[src/rtl/core/yuts_pkg.sv]
`timescale 1ns / 1ps
`default_nettype none
// ----------------------------------------------------------------------------
// yuts_pkg
// Shared widths, character codes and byte classes for the unsafe token scanner.
// ----------------------------------------------------------------------------
package yuts_pkg;

   localparam int LINE_BITS   = 24;
   localparam int COLUMN_BITS = 16;

   typedef logic [7:0]             byte_type;
   typedef logic [LINE_BITS-1:0]   line_type;
   typedef logic [COLUMN_BITS-1:0] column_type;

   localparam line_type   LINE_ONE   = line_type'(1);
   localparam line_type   LINE_MAX   = '1;
   localparam column_type COLUMN_ONE = column_type'(1);
   localparam column_type COLUMN_MAX = '1;

   localparam byte_type CHAR_HASH      = 8'h23;
   localparam byte_type CHAR_AMPERSAND = 8'h26;
   localparam byte_type CHAR_STAR      = 8'h2A;
   localparam byte_type CHAR_BANG      = 8'h21;
   localparam byte_type CHAR_PERCENT   = 8'h25;
   localparam byte_type CHAR_COLON     = 8'h3A;
   localparam byte_type CHAR_DASH      = 8'h2D;
   localparam byte_type CHAR_LBRACKET  = 8'h5B;
   localparam byte_type CHAR_LBRACE    = 8'h7B;
   localparam byte_type CHAR_COMMA     = 8'h2C;
   localparam byte_type CHAR_BACKSLASH = 8'h5C;
   localparam byte_type CHAR_DQUOTE    = 8'h22;
   localparam byte_type CHAR_SQUOTE    = 8'h27;
   localparam byte_type CHAR_SPACE     = 8'h20;
   localparam byte_type CHAR_TAB       = 8'h09;
   localparam byte_type CHAR_NEWLINE   = 8'h0A;
   localparam byte_type CHAR_VTAB      = 8'h0B;
   localparam byte_type CHAR_FORMFEED  = 8'h0C;
   localparam byte_type CHAR_RETURN    = 8'h0D;

   localparam logic VERDICT_CLEAN  = 1'b0;
   localparam logic VERDICT_UNSAFE = 1'b1;

   function automatic logic is_separator(input byte_type b);
      return (b == CHAR_SPACE) || (b == CHAR_TAB) || (b == CHAR_NEWLINE) ||
             (b == CHAR_VTAB) || (b == CHAR_FORMFEED) || (b == CHAR_RETURN) ||
             (b == CHAR_COLON) || (b == CHAR_DASH) || (b == CHAR_LBRACKET) ||
             (b == CHAR_LBRACE) || (b == CHAR_COMMA);
   endfunction

   function automatic logic is_unsafe(input byte_type b);
      return (b == CHAR_AMPERSAND) || (b == CHAR_STAR) || (b == CHAR_BANG) ||
             (b == CHAR_PERCENT);
   endfunction

endpackage
`default_nettype wire

[src/rtl/core/yuts_channels.sv]
`timescale 1ns / 1ps
`default_nettype none
// ----------------------------------------------------------------------------
// yuts channels
// Valid/ready channel interfaces for text bytes in and verdicts out.
// ----------------------------------------------------------------------------
interface yuts_req_if;
   logic                valid;
   logic                ready;
   yuts_pkg::byte_type  data_byte;
   logic                end_of_input;

   modport source (output valid, output data_byte, output end_of_input, input ready);
   modport sink   (input valid, input data_byte, input end_of_input, output ready);
endinterface

interface yuts_rsp_if;
   logic                 valid;
   logic                 ready;
   logic                 verdict;
   yuts_pkg::line_type   line_number;
   yuts_pkg::column_type column_number;

   modport source (output valid, output verdict, output line_number, output column_number,
                   input ready);
   modport sink   (input valid, input verdict, input line_number, input column_number,
                   output ready);
endinterface
`default_nettype wire

[src/rtl/core/yaml_unsafe_token_scanner.sv]
`timescale 1ns / 1ps
`default_nettype none
// ----------------------------------------------------------------------------
// yaml_unsafe_token_scanner
// Byte-serial YAML scan for anchors, aliases, tags and directives.
// ----------------------------------------------------------------------------
// Takes one byte per cycle: the quote, comment and boundary state and the
// line/column counters update in the cycle a byte is accepted, and any result
// lands in a one-deep output register, so a byte is accepted whenever that
// register is empty or being drained. Each document gives exactly one
// result: the first unsafe byte with its 1-based line and column, or a clean
// verdict with zero position on the byte marked end_of_input. Bytes after a
// finding are consumed silently; all state returns to reset after the last
// byte. No clearing pass is needed after reset.
module yaml_unsafe_token_scanner (
   input  wire logic   clock,
   input  wire logic   reset,
   yuts_req_if.sink    req_port,
   yuts_rsp_if.source  rsp_port
);
   import yuts_pkg::*;

   logic       in_single_ff, in_single_in;
   logic       in_double_ff, in_double_in;
   logic       escape_ff, escape_in;
   logic       in_comment_ff, in_comment_in;
   logic       close_pend_ff, close_pend_in;
   logic       boundary_ff, boundary_in;
   logic       stopped_ff, stopped_in;
   line_type   line_ff, line_in;
   column_type column_ff, column_in;

   logic       rsp_valid_ff;
   logic       verdict_ff;
   line_type   rsp_line_ff;
   column_type rsp_column_ff;

   logic       accept;
   logic       found;
   logic       emit;
   byte_type   b;
   logic       last;
   column_type column_next;
   line_type   line_next;

   assign req_port.ready = !rsp_valid_ff || rsp_port.ready;
   assign accept         = req_port.valid && req_port.ready;
   assign b              = req_port.data_byte;
   assign last           = req_port.end_of_input;

   assign column_next = (column_ff == COLUMN_MAX) ? column_ff : column_ff + COLUMN_ONE;
   assign line_next   = (line_ff == LINE_MAX) ? line_ff : line_ff + LINE_ONE;

   always_comb begin
      in_single_in  = in_single_ff;
      in_double_in  = in_double_ff;
      escape_in     = escape_ff;
      in_comment_in = in_comment_ff;
      close_pend_in = close_pend_ff;
      boundary_in   = boundary_ff;
      stopped_in    = stopped_ff;
      line_in       = line_ff;
      column_in     = column_ff;
      found         = 1'b0;

      if (stopped_ff) begin
         // swallow bytes until the document ends
      end else if (in_comment_ff) begin
         if (b == CHAR_NEWLINE) begin
            in_comment_in = 1'b0;
            line_in       = line_next;
            column_in     = COLUMN_ONE;
            boundary_in   = 1'b1;
         end else begin
            column_in = column_next;
         end
      end else if (close_pend_ff && (b == CHAR_SQUOTE)) begin
         // doubled quote: reopen the single-quoted string
         close_pend_in = 1'b0;
         in_single_in  = 1'b1;
         boundary_in   = 1'b0;
         column_in     = column_next;
      end else begin
         close_pend_in = 1'b0;
         if (!in_single_ff && !in_double_ff && (b == CHAR_HASH)) begin
            in_comment_in = 1'b1;
            column_in     = column_next;
         end else if (b == CHAR_NEWLINE) begin
            in_single_in = 1'b0;
            in_double_in = 1'b0;
            escape_in    = 1'b0;
            line_in      = line_next;
            column_in    = COLUMN_ONE;
            boundary_in  = 1'b1;
         end else begin
            if (in_double_ff) begin
               if (escape_ff) begin
                  escape_in = 1'b0;
               end else if (b == CHAR_BACKSLASH) begin
                  escape_in = 1'b1;
               end else if (b == CHAR_DQUOTE) begin
                  in_double_in = 1'b0;
               end
            end else if (in_single_ff) begin
               if (b == CHAR_SQUOTE) begin
                  in_single_in  = 1'b0;
                  close_pend_in = 1'b1;
               end
            end else if (b == CHAR_DQUOTE) begin
               in_double_in = 1'b1;
            end else if (b == CHAR_SQUOTE) begin
               in_single_in = 1'b1;
            end else if (boundary_ff && is_unsafe(b)) begin
               found = 1'b1;
            end
            if (found) begin
               stopped_in = 1'b1;
            end else begin
               boundary_in = is_separator(b);
               column_in   = column_next;
            end
         end
      end

      // end of document returns everything to reset
      if (last) begin
         in_single_in  = 1'b0;
         in_double_in  = 1'b0;
         escape_in     = 1'b0;
         in_comment_in = 1'b0;
         close_pend_in = 1'b0;
         boundary_in   = 1'b1;
         stopped_in    = 1'b0;
         line_in       = LINE_ONE;
         column_in     = COLUMN_ONE;
      end
   end

   assign emit = found || (last && !stopped_ff);

   always_ff @(posedge clock) begin
      if (reset) begin
         in_single_ff  <= 1'b0;
         in_double_ff  <= 1'b0;
         escape_ff     <= 1'b0;
         in_comment_ff <= 1'b0;
         close_pend_ff <= 1'b0;
         boundary_ff   <= 1'b1;
         stopped_ff    <= 1'b0;
         line_ff       <= LINE_ONE;
         column_ff     <= COLUMN_ONE;
      end else if (accept) begin
         in_single_ff  <= in_single_in;
         in_double_ff  <= in_double_in;
         escape_ff     <= escape_in;
         in_comment_ff <= in_comment_in;
         close_pend_ff <= close_pend_in;
         boundary_ff   <= boundary_in;
         stopped_ff    <= stopped_in;
         line_ff       <= line_in;
         column_ff     <= column_in;
      end
   end

   always_ff @(posedge clock) begin
      if (reset) begin
         rsp_valid_ff <= 1'b0;
      end else if (accept && emit) begin
         rsp_valid_ff <= 1'b1;
      end else if (rsp_port.ready) begin
         rsp_valid_ff <= 1'b0;
      end
   end

   always_ff @(posedge clock) begin
      if (accept && emit) begin
         verdict_ff    <= found ? VERDICT_UNSAFE : VERDICT_CLEAN;
         rsp_line_ff   <= found ? line_ff : '0;
         rsp_column_ff <= found ? column_ff : '0;
      end
   end

   assign rsp_port.valid         = rsp_valid_ff;
   assign rsp_port.verdict       = verdict_ff;
   assign rsp_port.line_number   = rsp_line_ff;
   assign rsp_port.column_number = rsp_column_ff;

   a_doc_end_resets: assert property (@(posedge clock) disable iff (reset)
      (accept && last) |=> (!stopped_ff && boundary_ff && line_ff == LINE_ONE &&
                            column_ff == COLUMN_ONE && !in_comment_ff))
      else $error("state not restored after last byte");

   a_stop_with_finding: assert property (@(posedge clock) disable iff (reset)
      $rose(stopped_ff) |-> (rsp_valid_ff && verdict_ff == VERDICT_UNSAFE))
      else $error("scanner stopped without reporting a finding");

   a_clean_zero_pos: assert property (@(posedge clock) disable iff (reset)
      (rsp_valid_ff && verdict_ff == VERDICT_CLEAN) |->
         (rsp_line_ff == '0 && rsp_column_ff == '0))
      else $error("clean verdict carries a position");

   a_quote_exclusive: assert property (@(posedge clock) disable iff (reset)
      !(in_single_ff && in_double_ff) && !(in_comment_ff && (in_single_ff || in_double_ff)))
      else $error("conflicting quote/comment state");

   a_escape_in_dquote: assert property (@(posedge clock) disable iff (reset)
      escape_ff |-> in_double_ff)
      else $error("escape pending outside double-quoted string");

endmodule
`default_nettype wire
[src/flat_wrapper.sv]
// flat-port wrapper written by rule: the top's interface ports become plain ports
module yaml_unsafe_token_scanner_flat import yuts_pkg::*;
  (clock, reset, req_port_valid, req_port_data_byte, req_port_end_of_input, req_port_ready, rsp_port_valid, rsp_port_verdict, rsp_port_line_number, rsp_port_column_number, rsp_port_ready);
  yuts_req_if req_port_i ();
  yuts_rsp_if rsp_port_i ();
  input  wire logic clock;
  input  wire logic reset;
  input wire logic [$bits(req_port_i.valid)-1:0] req_port_valid;
  input wire logic [$bits(req_port_i.data_byte)-1:0] req_port_data_byte;
  input wire logic [$bits(req_port_i.end_of_input)-1:0] req_port_end_of_input;
  output wire logic [$bits(req_port_i.ready)-1:0] req_port_ready;
  output wire logic [$bits(rsp_port_i.valid)-1:0] rsp_port_valid;
  output wire logic [$bits(rsp_port_i.verdict)-1:0] rsp_port_verdict;
  output wire logic [$bits(rsp_port_i.line_number)-1:0] rsp_port_line_number;
  output wire logic [$bits(rsp_port_i.column_number)-1:0] rsp_port_column_number;
  input wire logic [$bits(rsp_port_i.ready)-1:0] rsp_port_ready;
  assign req_port_i.valid = req_port_valid;
  assign req_port_i.data_byte = req_port_data_byte;
  assign req_port_i.end_of_input = req_port_end_of_input;
  assign req_port_ready = req_port_i.ready;
  assign rsp_port_valid = rsp_port_i.valid;
  assign rsp_port_verdict = rsp_port_i.verdict;
  assign rsp_port_line_number = rsp_port_i.line_number;
  assign rsp_port_column_number = rsp_port_i.column_number;
  assign rsp_port_i.ready = rsp_port_ready;
  yaml_unsafe_token_scanner u_core (.clock(clock), .reset(reset), .req_port(req_port_i), .rsp_port(rsp_port_i));
endmodule
[config.mk]
export PLATFORM = sky130hd
export DESIGN_NAME = yaml_unsafe_token_scanner_flat
export DESIGN_NICKNAME = d
export VERILOG_FILES = /design/src/rtl/core/yuts_pkg.sv /design/src/rtl/core/yuts_channels.sv /design/src/rtl/core/yaml_unsafe_token_scanner.sv /design/src/flat_wrapper.sv
export SDC_FILE = /design/constraint.sdc
export NUM_CORES = 1
export LEC_CHECK = 0
export BUFFER_PORTS_ARGS = -buffer_cell sky130_fd_sc_hd__buf_2
export CAP_MARGIN = 20
export CORE_MARGIN = 4
export CORE_UTILIZATION = 45
export DETAILED_ROUTE_END_ITERATION = 8
export PLACE_DENSITY = 0.71
export SKIP_CTS_REPAIR_TIMING = 1
export SLEW_MARGIN = 20
export SYNTH_ARGS = -nofsm -noshare
export SYNTH_HDL_FRONTEND = slang
export SYNTH_SLANG_ARGS = --single-unit
[constraint.sdc]
create_clock -name clock -period 6.9 [get_ports clock]
set_clock_uncertainty 0.2 [all_clocks]
set_input_delay 1.38 -clock clock [delete_from_list [all_inputs] [get_ports clock]]
set_output_delay 1.38 -clock clock [all_outputs]
set_load 0.02 [all_outputs]
==> results of run 1 <==
## per-stage QoR
step	hold slack (ns)	total power, mW	cell area, um2	instances	utilization
2_1_floorplan	0.252	0.634	4380	453	-
3_3_place_gp	0.284	0.657	4730	616	0.505
3_5_place_dp	0.295	0.659	4730	616	0.505
4_1_cts	0.308	1.01	4920	632	0.526
5_1_grt	0.321	1.04	4920	632	0.526
6_report	0.310	1.00	4920	632	0.526
## where the power goes
part	leakage [nW]	switching (mW)	internal, mW
Sequential	0.794	0.00578	0.562
Combinational	0.814	0.0556	0.0234
Clock	0.0851	0.189	0.169
## state kept, by name, indices dropped and copies added, names as in the netlist
register / count
u_core.line_ff: 24
u_core.rsp_port.line_number: 24
u_core.column_ff: 16
u_core.rsp_port.column_number: 16
u_core.boundary_ff: 1
u_core.close_pend_ff: 1
u_core.escape_ff: 1
u_core.in_comment_ff: 1
u_core.in_double_ff: 1
u_core.in_single_ff: 1
u_core.rsp_port.valid: 1
u_core.rsp_port.verdict: 1
u_core.stopped_ff: 1
## synthesized netlist by cell type, drive strengths merged (3+ instances only)
cell      n  share of area
a211oi    3         0.0051
a21oi    36          0.042
a221oi    6          0.012
and2     48          0.069
and3      5         0.0071
and4      5          0.010
buf       6         0.0080
clkbuf   17          0.015
dfxtp    48           0.22
edfxtp   41           0.28
inv      11         0.0094
nand2    28          0.024
nand2b    4         0.0057
nand3    14          0.016
nand4    14          0.021
nor2     24          0.021
nor2b     4         0.0057
nor3      8         0.0092
nor4      4         0.0057
nor4b     5          0.018
o2111ai   6          0.012
o211ai    4         0.0069
o21ai    37          0.042
o31ai    10          0.017
or3      19          0.027
or4      13          0.022
## worst min path at each step
stage	from	slack [ns]	endpoint	cells after the start
finish	u_core.column_ff[9]	0.31	u_core.column_ff[9]	2
global route	u_core.line_ff[23]	0.32	u_core.line_ff[23]	2
CTS	u_core.column_ff[9]	0.31	u_core.column_ff[9]	2
detailed placement	u_core.column_ff[9]	0.30	u_core.column_ff[9]	2
global placement	u_core.column_ff[8]	0.28	u_core.column_ff[8]	2
floorplan	u_core.line_ff[23]	0.25	u_core.line_ff[23]	2
## worst reg2reg max path: stages, from the launching register on
cell	delay, ns
dfxtp_1	0.44
ha_1	0.23
inv_1	0.10
or4_1	0.72
o21ai_1	0.51
nor4_1	0.15
mux2i_1	0.15
## per-layer routing
| metal | share of wire | vias up | track usage |
|---|---|---|---|
| met5 | 0 | - | 0 |
| met2 | 0.45 | 102 | 0.245 |
| li1 | - | 1790 | - |
| met1 | 0.48 | 1690 | 0.232 |
| met3 | 0.055 | 16 | 0.0361 |
| met4 | 0.018 | 0 | 0.0676 |
## layout make-up
| class | instances | area (um2) |
|---|---|---|
| multi-input combinational | 330 | 2040 |
| timing repair buffer | 57 | 290 |
| fill | 890 | 4450 |
| clock buffer | 10 | 128 |
| sequential | 89 | 2190 |
| clock inverter | 6 | 68.8 |
| tap | 129 | 161 |
| inverter | 11 | 41.3 |
## logic make-up (layout without fill, tap and decap cells)
kind of cell	after synthesis	after routing	share of synthesized area
AND/OR/NAND/NOR	204	204	0.281
AO/OA/AOI/OAI	117	117	0.165
flip-flops	89	89	0.501
buffers and inverters	34	84	0.0320
XOR/XNOR	4	4	0.00801
multiplexers	3	3	0.00715
adder cells (fa/ha/maj)	2	2	0.00572
==> impl_metrics.yaml, run 1 <==
clock_tree:
  clk_pin_slew_ns: 0.09
  cts_root_buffer: "clkbuf_8"
  clkSinkCount: 89
  h-tree-depth: 3
  cts_tree: "done"
  clockBufferDepth: 2
  clk_latency_ns: 0.35
  numCtsBuffers: 9
critical_path:
  cp.depth: 7
  regToRegSetupSlack_ns: 4.29
  critical_path_required_ns: 6.72
  rr_endpoint: "u_core.column_ff[8]"
  crit_path_top_delay_cell: "nor4b_2"
  cp_num_buf_inv: 3
  r2r_start: "u_core.column_ff[0]"
  cpPeakStageDelay_ns: 0.47
  critPathMaxFanout: 28
  start_kind: "input port"
  cp_top_family: "buffers and inverters"
  path_class: "in -> reg"
  crit_path_start: "req_port_data_byte[4]"
  cp-end-kind: "flop"
  timing.critical_path.arrival_ns: 3.48
  r2r.worst_path.cells: 6
  crit_end: "u_core.rsp_port.column_number[3]"
  cp_cell_sequence: "buf_2 -> nor4b_2 -> and4b_1 -> and2_1 -> o21ai_0 -> inv_1 -> buf_4"
timing:
  max_slew_margin: 0.422
  tns_ns: 0
  fin_crit_sh: 0.529
  setup_viol: 0
  hold_violations: 0
  worst_pin_slew_ns: 0.863
  fmax_mhz: 274
  period_minus_slack_ns: 3.65
  slew_viol_final: 0
  rsz0062_at_grt: "false"
  setup_ws_ns: 3.25
yosys:
  synthCells: 453
  synth_edf_count: 41
  yosysWarnings: 0
  async_flop_share: 0
  synth.distinct_cells: 56
  synth_area_per_cell_um2: 9.66
  synthFlopType: "dfxtp_1"
  syn_area_um2: 4380
  ys_seq_area_frac: 0.501
  synth-seq-cells: 89
  synth.net_count: 468
detailed_routing:
  detail_route.vias_per_cell: 5.69
  drc: 0
  routed_wl_mm: 9.05
  drt-initial-drc-count: 225
  first_pass_iters: 4
  dr_total_vias: 3598
  drtAntennaViolNets: 0
  post_drt_wl_per_cell_um: 14.3
placement:
  gp_congestion: 0.845
  io_buffers: 55
  dpl.hpwl_mm: 6.42
  place_ws_ns: 2.88
global_route:
  overflow: 0
  grt_usage: 0.164
  grt_max_degree: 42
  grt_pass1_vias: 3282
  antenna_found_initial: 0
  grt_pass1_wl_mm: 15.4
die:
  die_height_um: 107
  die_x_um: 107
  start_util: 0.467
  dieArea_um2: 11400
  num_rows: 35
  ios: 56
  core-area_um2: 9370
power:
  power_density_nw_per_um2: 204
  total_leakage_power_nw: 1.69
  peakVddDrop_mv: 0.106
layout:
  num-nets-final: 513
  drive_gt1_frac: 0.163
  area_delta_synth_final_pct: 12.6
  final_cell_mix: "buf_2, and2_1, dfxtp_1, edfxtp_1, a21oi_1"
  antennaDiodeCount: 0
  layout_commonest_cell: "buf_2"
status:
  run_status: "finished clean"
flow_run:
  max-cap-violations: 0
min_path:
  hold_class: "reg -> reg"
Power figures use the tool's default switching activity.
==> run 2: changes to the inputs <==
Clock period 6.9 ns to 3.6 ns, I/O delays scaled along.
==> impl_metrics.yaml, run 2 (synthesis results as in run 1) <==
die:
  dieArea_um2: 11400
  die_height_um: 107
  core-area_um2: 9370
  start_util: 0.467
  die_x_um: 107
  num_rows: 35
  ios: 56
placement:
  gp_congestion: 0.911
  io_buffers: 55
  placed_area_um2: 4750
  placed_cells: 617
  dpl.hpwl_mm: 6.47
critical_path:
  timing.critical_path.arrival_ns: 2.80
  rr_endpoint: "u_core.column_ff[1]"
  cp_cell_sequence: "buf_2 -> nand2b_1 -> and3_1 -> o211ai_1 -> or4_1 -> a21oi_1"
  critPathMaxFanout: 15
  r2r.worst_path.cells: 6
  r2r_start: "u_core.column_ff[0]"
  crit_end: "u_core.line_ff[5]"
  regToRegSetupSlack_ns: 1.03
  crit_path_start: "req_port_end_of_input"
  cp-end-kind: "flop"
  cp.depth: 6
  crit_path_top_delay_cell: "or4_1"
  cp_num_buf_inv: 1
  path_class: "in -> reg"
  cp_top_family: "simple AND/OR/NAND/NOR gates"
  cpPeakStageDelay_ns: 0.60
  critical_path_required_ns: 3.68
  start_kind: "input port"
flow_run:
  max-cap-violations: 0
clock_tree:
  clkSinkCount: 89
  cts_tree: "done"
  clk_pin_slew_ns: 0.08
  cts_root_buffer: "clkbuf_8"
  numCtsBuffers: 9
  h-tree-depth: 3
  clockBufferDepth: 2
  clk_latency_ns: 0.35
power:
  peakVddDrop_mv: 0.199
  p_seq_frac: 0.546
  clockPowerShare: 0.375
  swShare: 0.237
  p_comb_frac: 0.078
  internal_power_mw: 1.52
  p_sw_mw: 0.472
  power_density_nw_per_um2: 401
  total_leakage_power_nw: 1.72
layout:
  area_delta_synth_final_pct: 13.5
  layout_commonest_cell: "buf_2"
  fin_util: 0.530
  seq_area_um2: 2190
  fin_cells: 633
  num-nets-final: 514
  fillCellCount: 880
  multi_input_area_um2: 2040
  final_cell_mix: "buf_2, and2_1, dfxtp_1, edfxtp_1, a21oi_1"
  stdcell_area_um2: 4970
  drive_gt1_frac: 0.165
  antennaDiodeCount: 0
global_route:
  grt_pass1_vias: 3390
  antenna_found_initial: 0
  grt_pass1_wl_mm: 15.8
  overflow: 0
  grt_usage: 0.167
  grt_max_degree: 42
detailed_routing:
  drc: 0
  dr_total_vias: 3583
  drtAntennaViolNets: 0
  first_pass_iters: 6
  detail_route.vias_per_cell: 5.66
  drt-initial-drc-count: 297
  routed_wl_mm: 9.06
  post_drt_wl_per_cell_um: 14.3
timing:
  hold_violations: 0
  worst_pin_slew_ns: 0.867
  period_minus_slack_ns: 2.72
  slew_viol_final: 0
  max_slew_margin: 0.419
  tns_ns: 0
  rsz0062_at_grt: "false"
  setup_viol: 0
  fin_crit_sh: 0.757
  fmax_mhz: 367
min_path:
  hold_class: "reg -> reg"
status:
  run_status: "finished clean"
==> run 2: cell count changes in the layout (fill, tap and decap cells not counted) <==
| cell | before | now |
|---|---|---|
| clkinv_2 | 0 | 1 |
| clkinvlp_4 | 4 | 1 |
| buf_12 | 0 | 1 |
| clkinv_4 | 0 | 1 |
| bufinv_16 | 1 | 2 |
==> run 2: worst register-to-register path, delay by kind of cell, from the launching register on <==
| family | cells | cell delay [ns] |
|---|---|---|
| buffers and inverters | 1 | 0.09 |
| AND/OR/NAND/NOR | 1 | 0.71 |
| adder cells (fa/ha/maj) | 1 | 0.22 |
| AO/OA/AOI/OAI | 3 | 0.84 |
| flip-flops | 1 | 0.43 |
==> run 2: layout make-up <==
class,instances,share of cell area
flip-flops and latches,89,0.441
multi-input cells,330,0.411
repair buffers,58,0.0625
well taps,129,0.0325
clock buffers,10,0.0257
clock inverters,6,0.0181
inverters,11,0.00831
==> run 2: stage by stage <==
step | setup slack [ns] | power [mW] | hold slack (ns)
2_1_floorplan | 0.573 | 1.21 | 0.252
3_3_place_gp | 0.673 | 1.26 | 0.284
3_5_place_dp | 0.573 | 1.27 | 0.300
4_1_cts | 0.925 | 2.00 | 0.313
5_1_grt | 0.721 | 2.06 | 0.351
6_report | 0.876 | 1.99 | 0.313
==> run 2: how the worst min path moves through the flow <==
| stage | start | to | slack [ns] | cells after the start |
|---|---|---|---|---|
| 6_report | u_core.line_ff[23] | u_core.line_ff[23] | 0.31 | 2 |
| 5_1_grt | u_core.column_ff[8] | u_core.column_ff[8] | 0.35 | 2 |
| 4_1_cts | u_core.line_ff[23] | u_core.line_ff[23] | 0.31 | 2 |
| 3_5_place_dp | u_core.line_ff[23] | u_core.line_ff[23] | 0.30 | 2 |
| 3_3_place_gp | u_core.column_ff[8] | u_core.column_ff[8] | 0.28 | 2 |
| 2_1_floorplan | u_core.line_ff[23] | u_core.line_ff[23] | 0.25 | 2 |
==> run 2: metal layers <==
metal / routed length, um / share of wire / global-route usage / up-vias
met2: 4130 / 0.46 / 0.262 / 95
met3: 441 / 0.049 / 0.0283 / 10
met4: 101 / 0.011 / 0.0658 / 0
met5: 0 / 0 / 0 / -
met1: 4390 / 0.48 / 0.232 / 1674
li1: - / - / - / 1804
==> run 2: power by group through the flow <==
stage               combinational [mW]  clock [mW]  sequential [mW]
detailed placement               0.156           0             1.11
floorplan                       0.0829           0             1.13
finish                           0.156       0.746             1.09
CTS                              0.157       0.760             1.09
global route                     0.172       0.801             1.09
global placement                 0.152           0             1.11
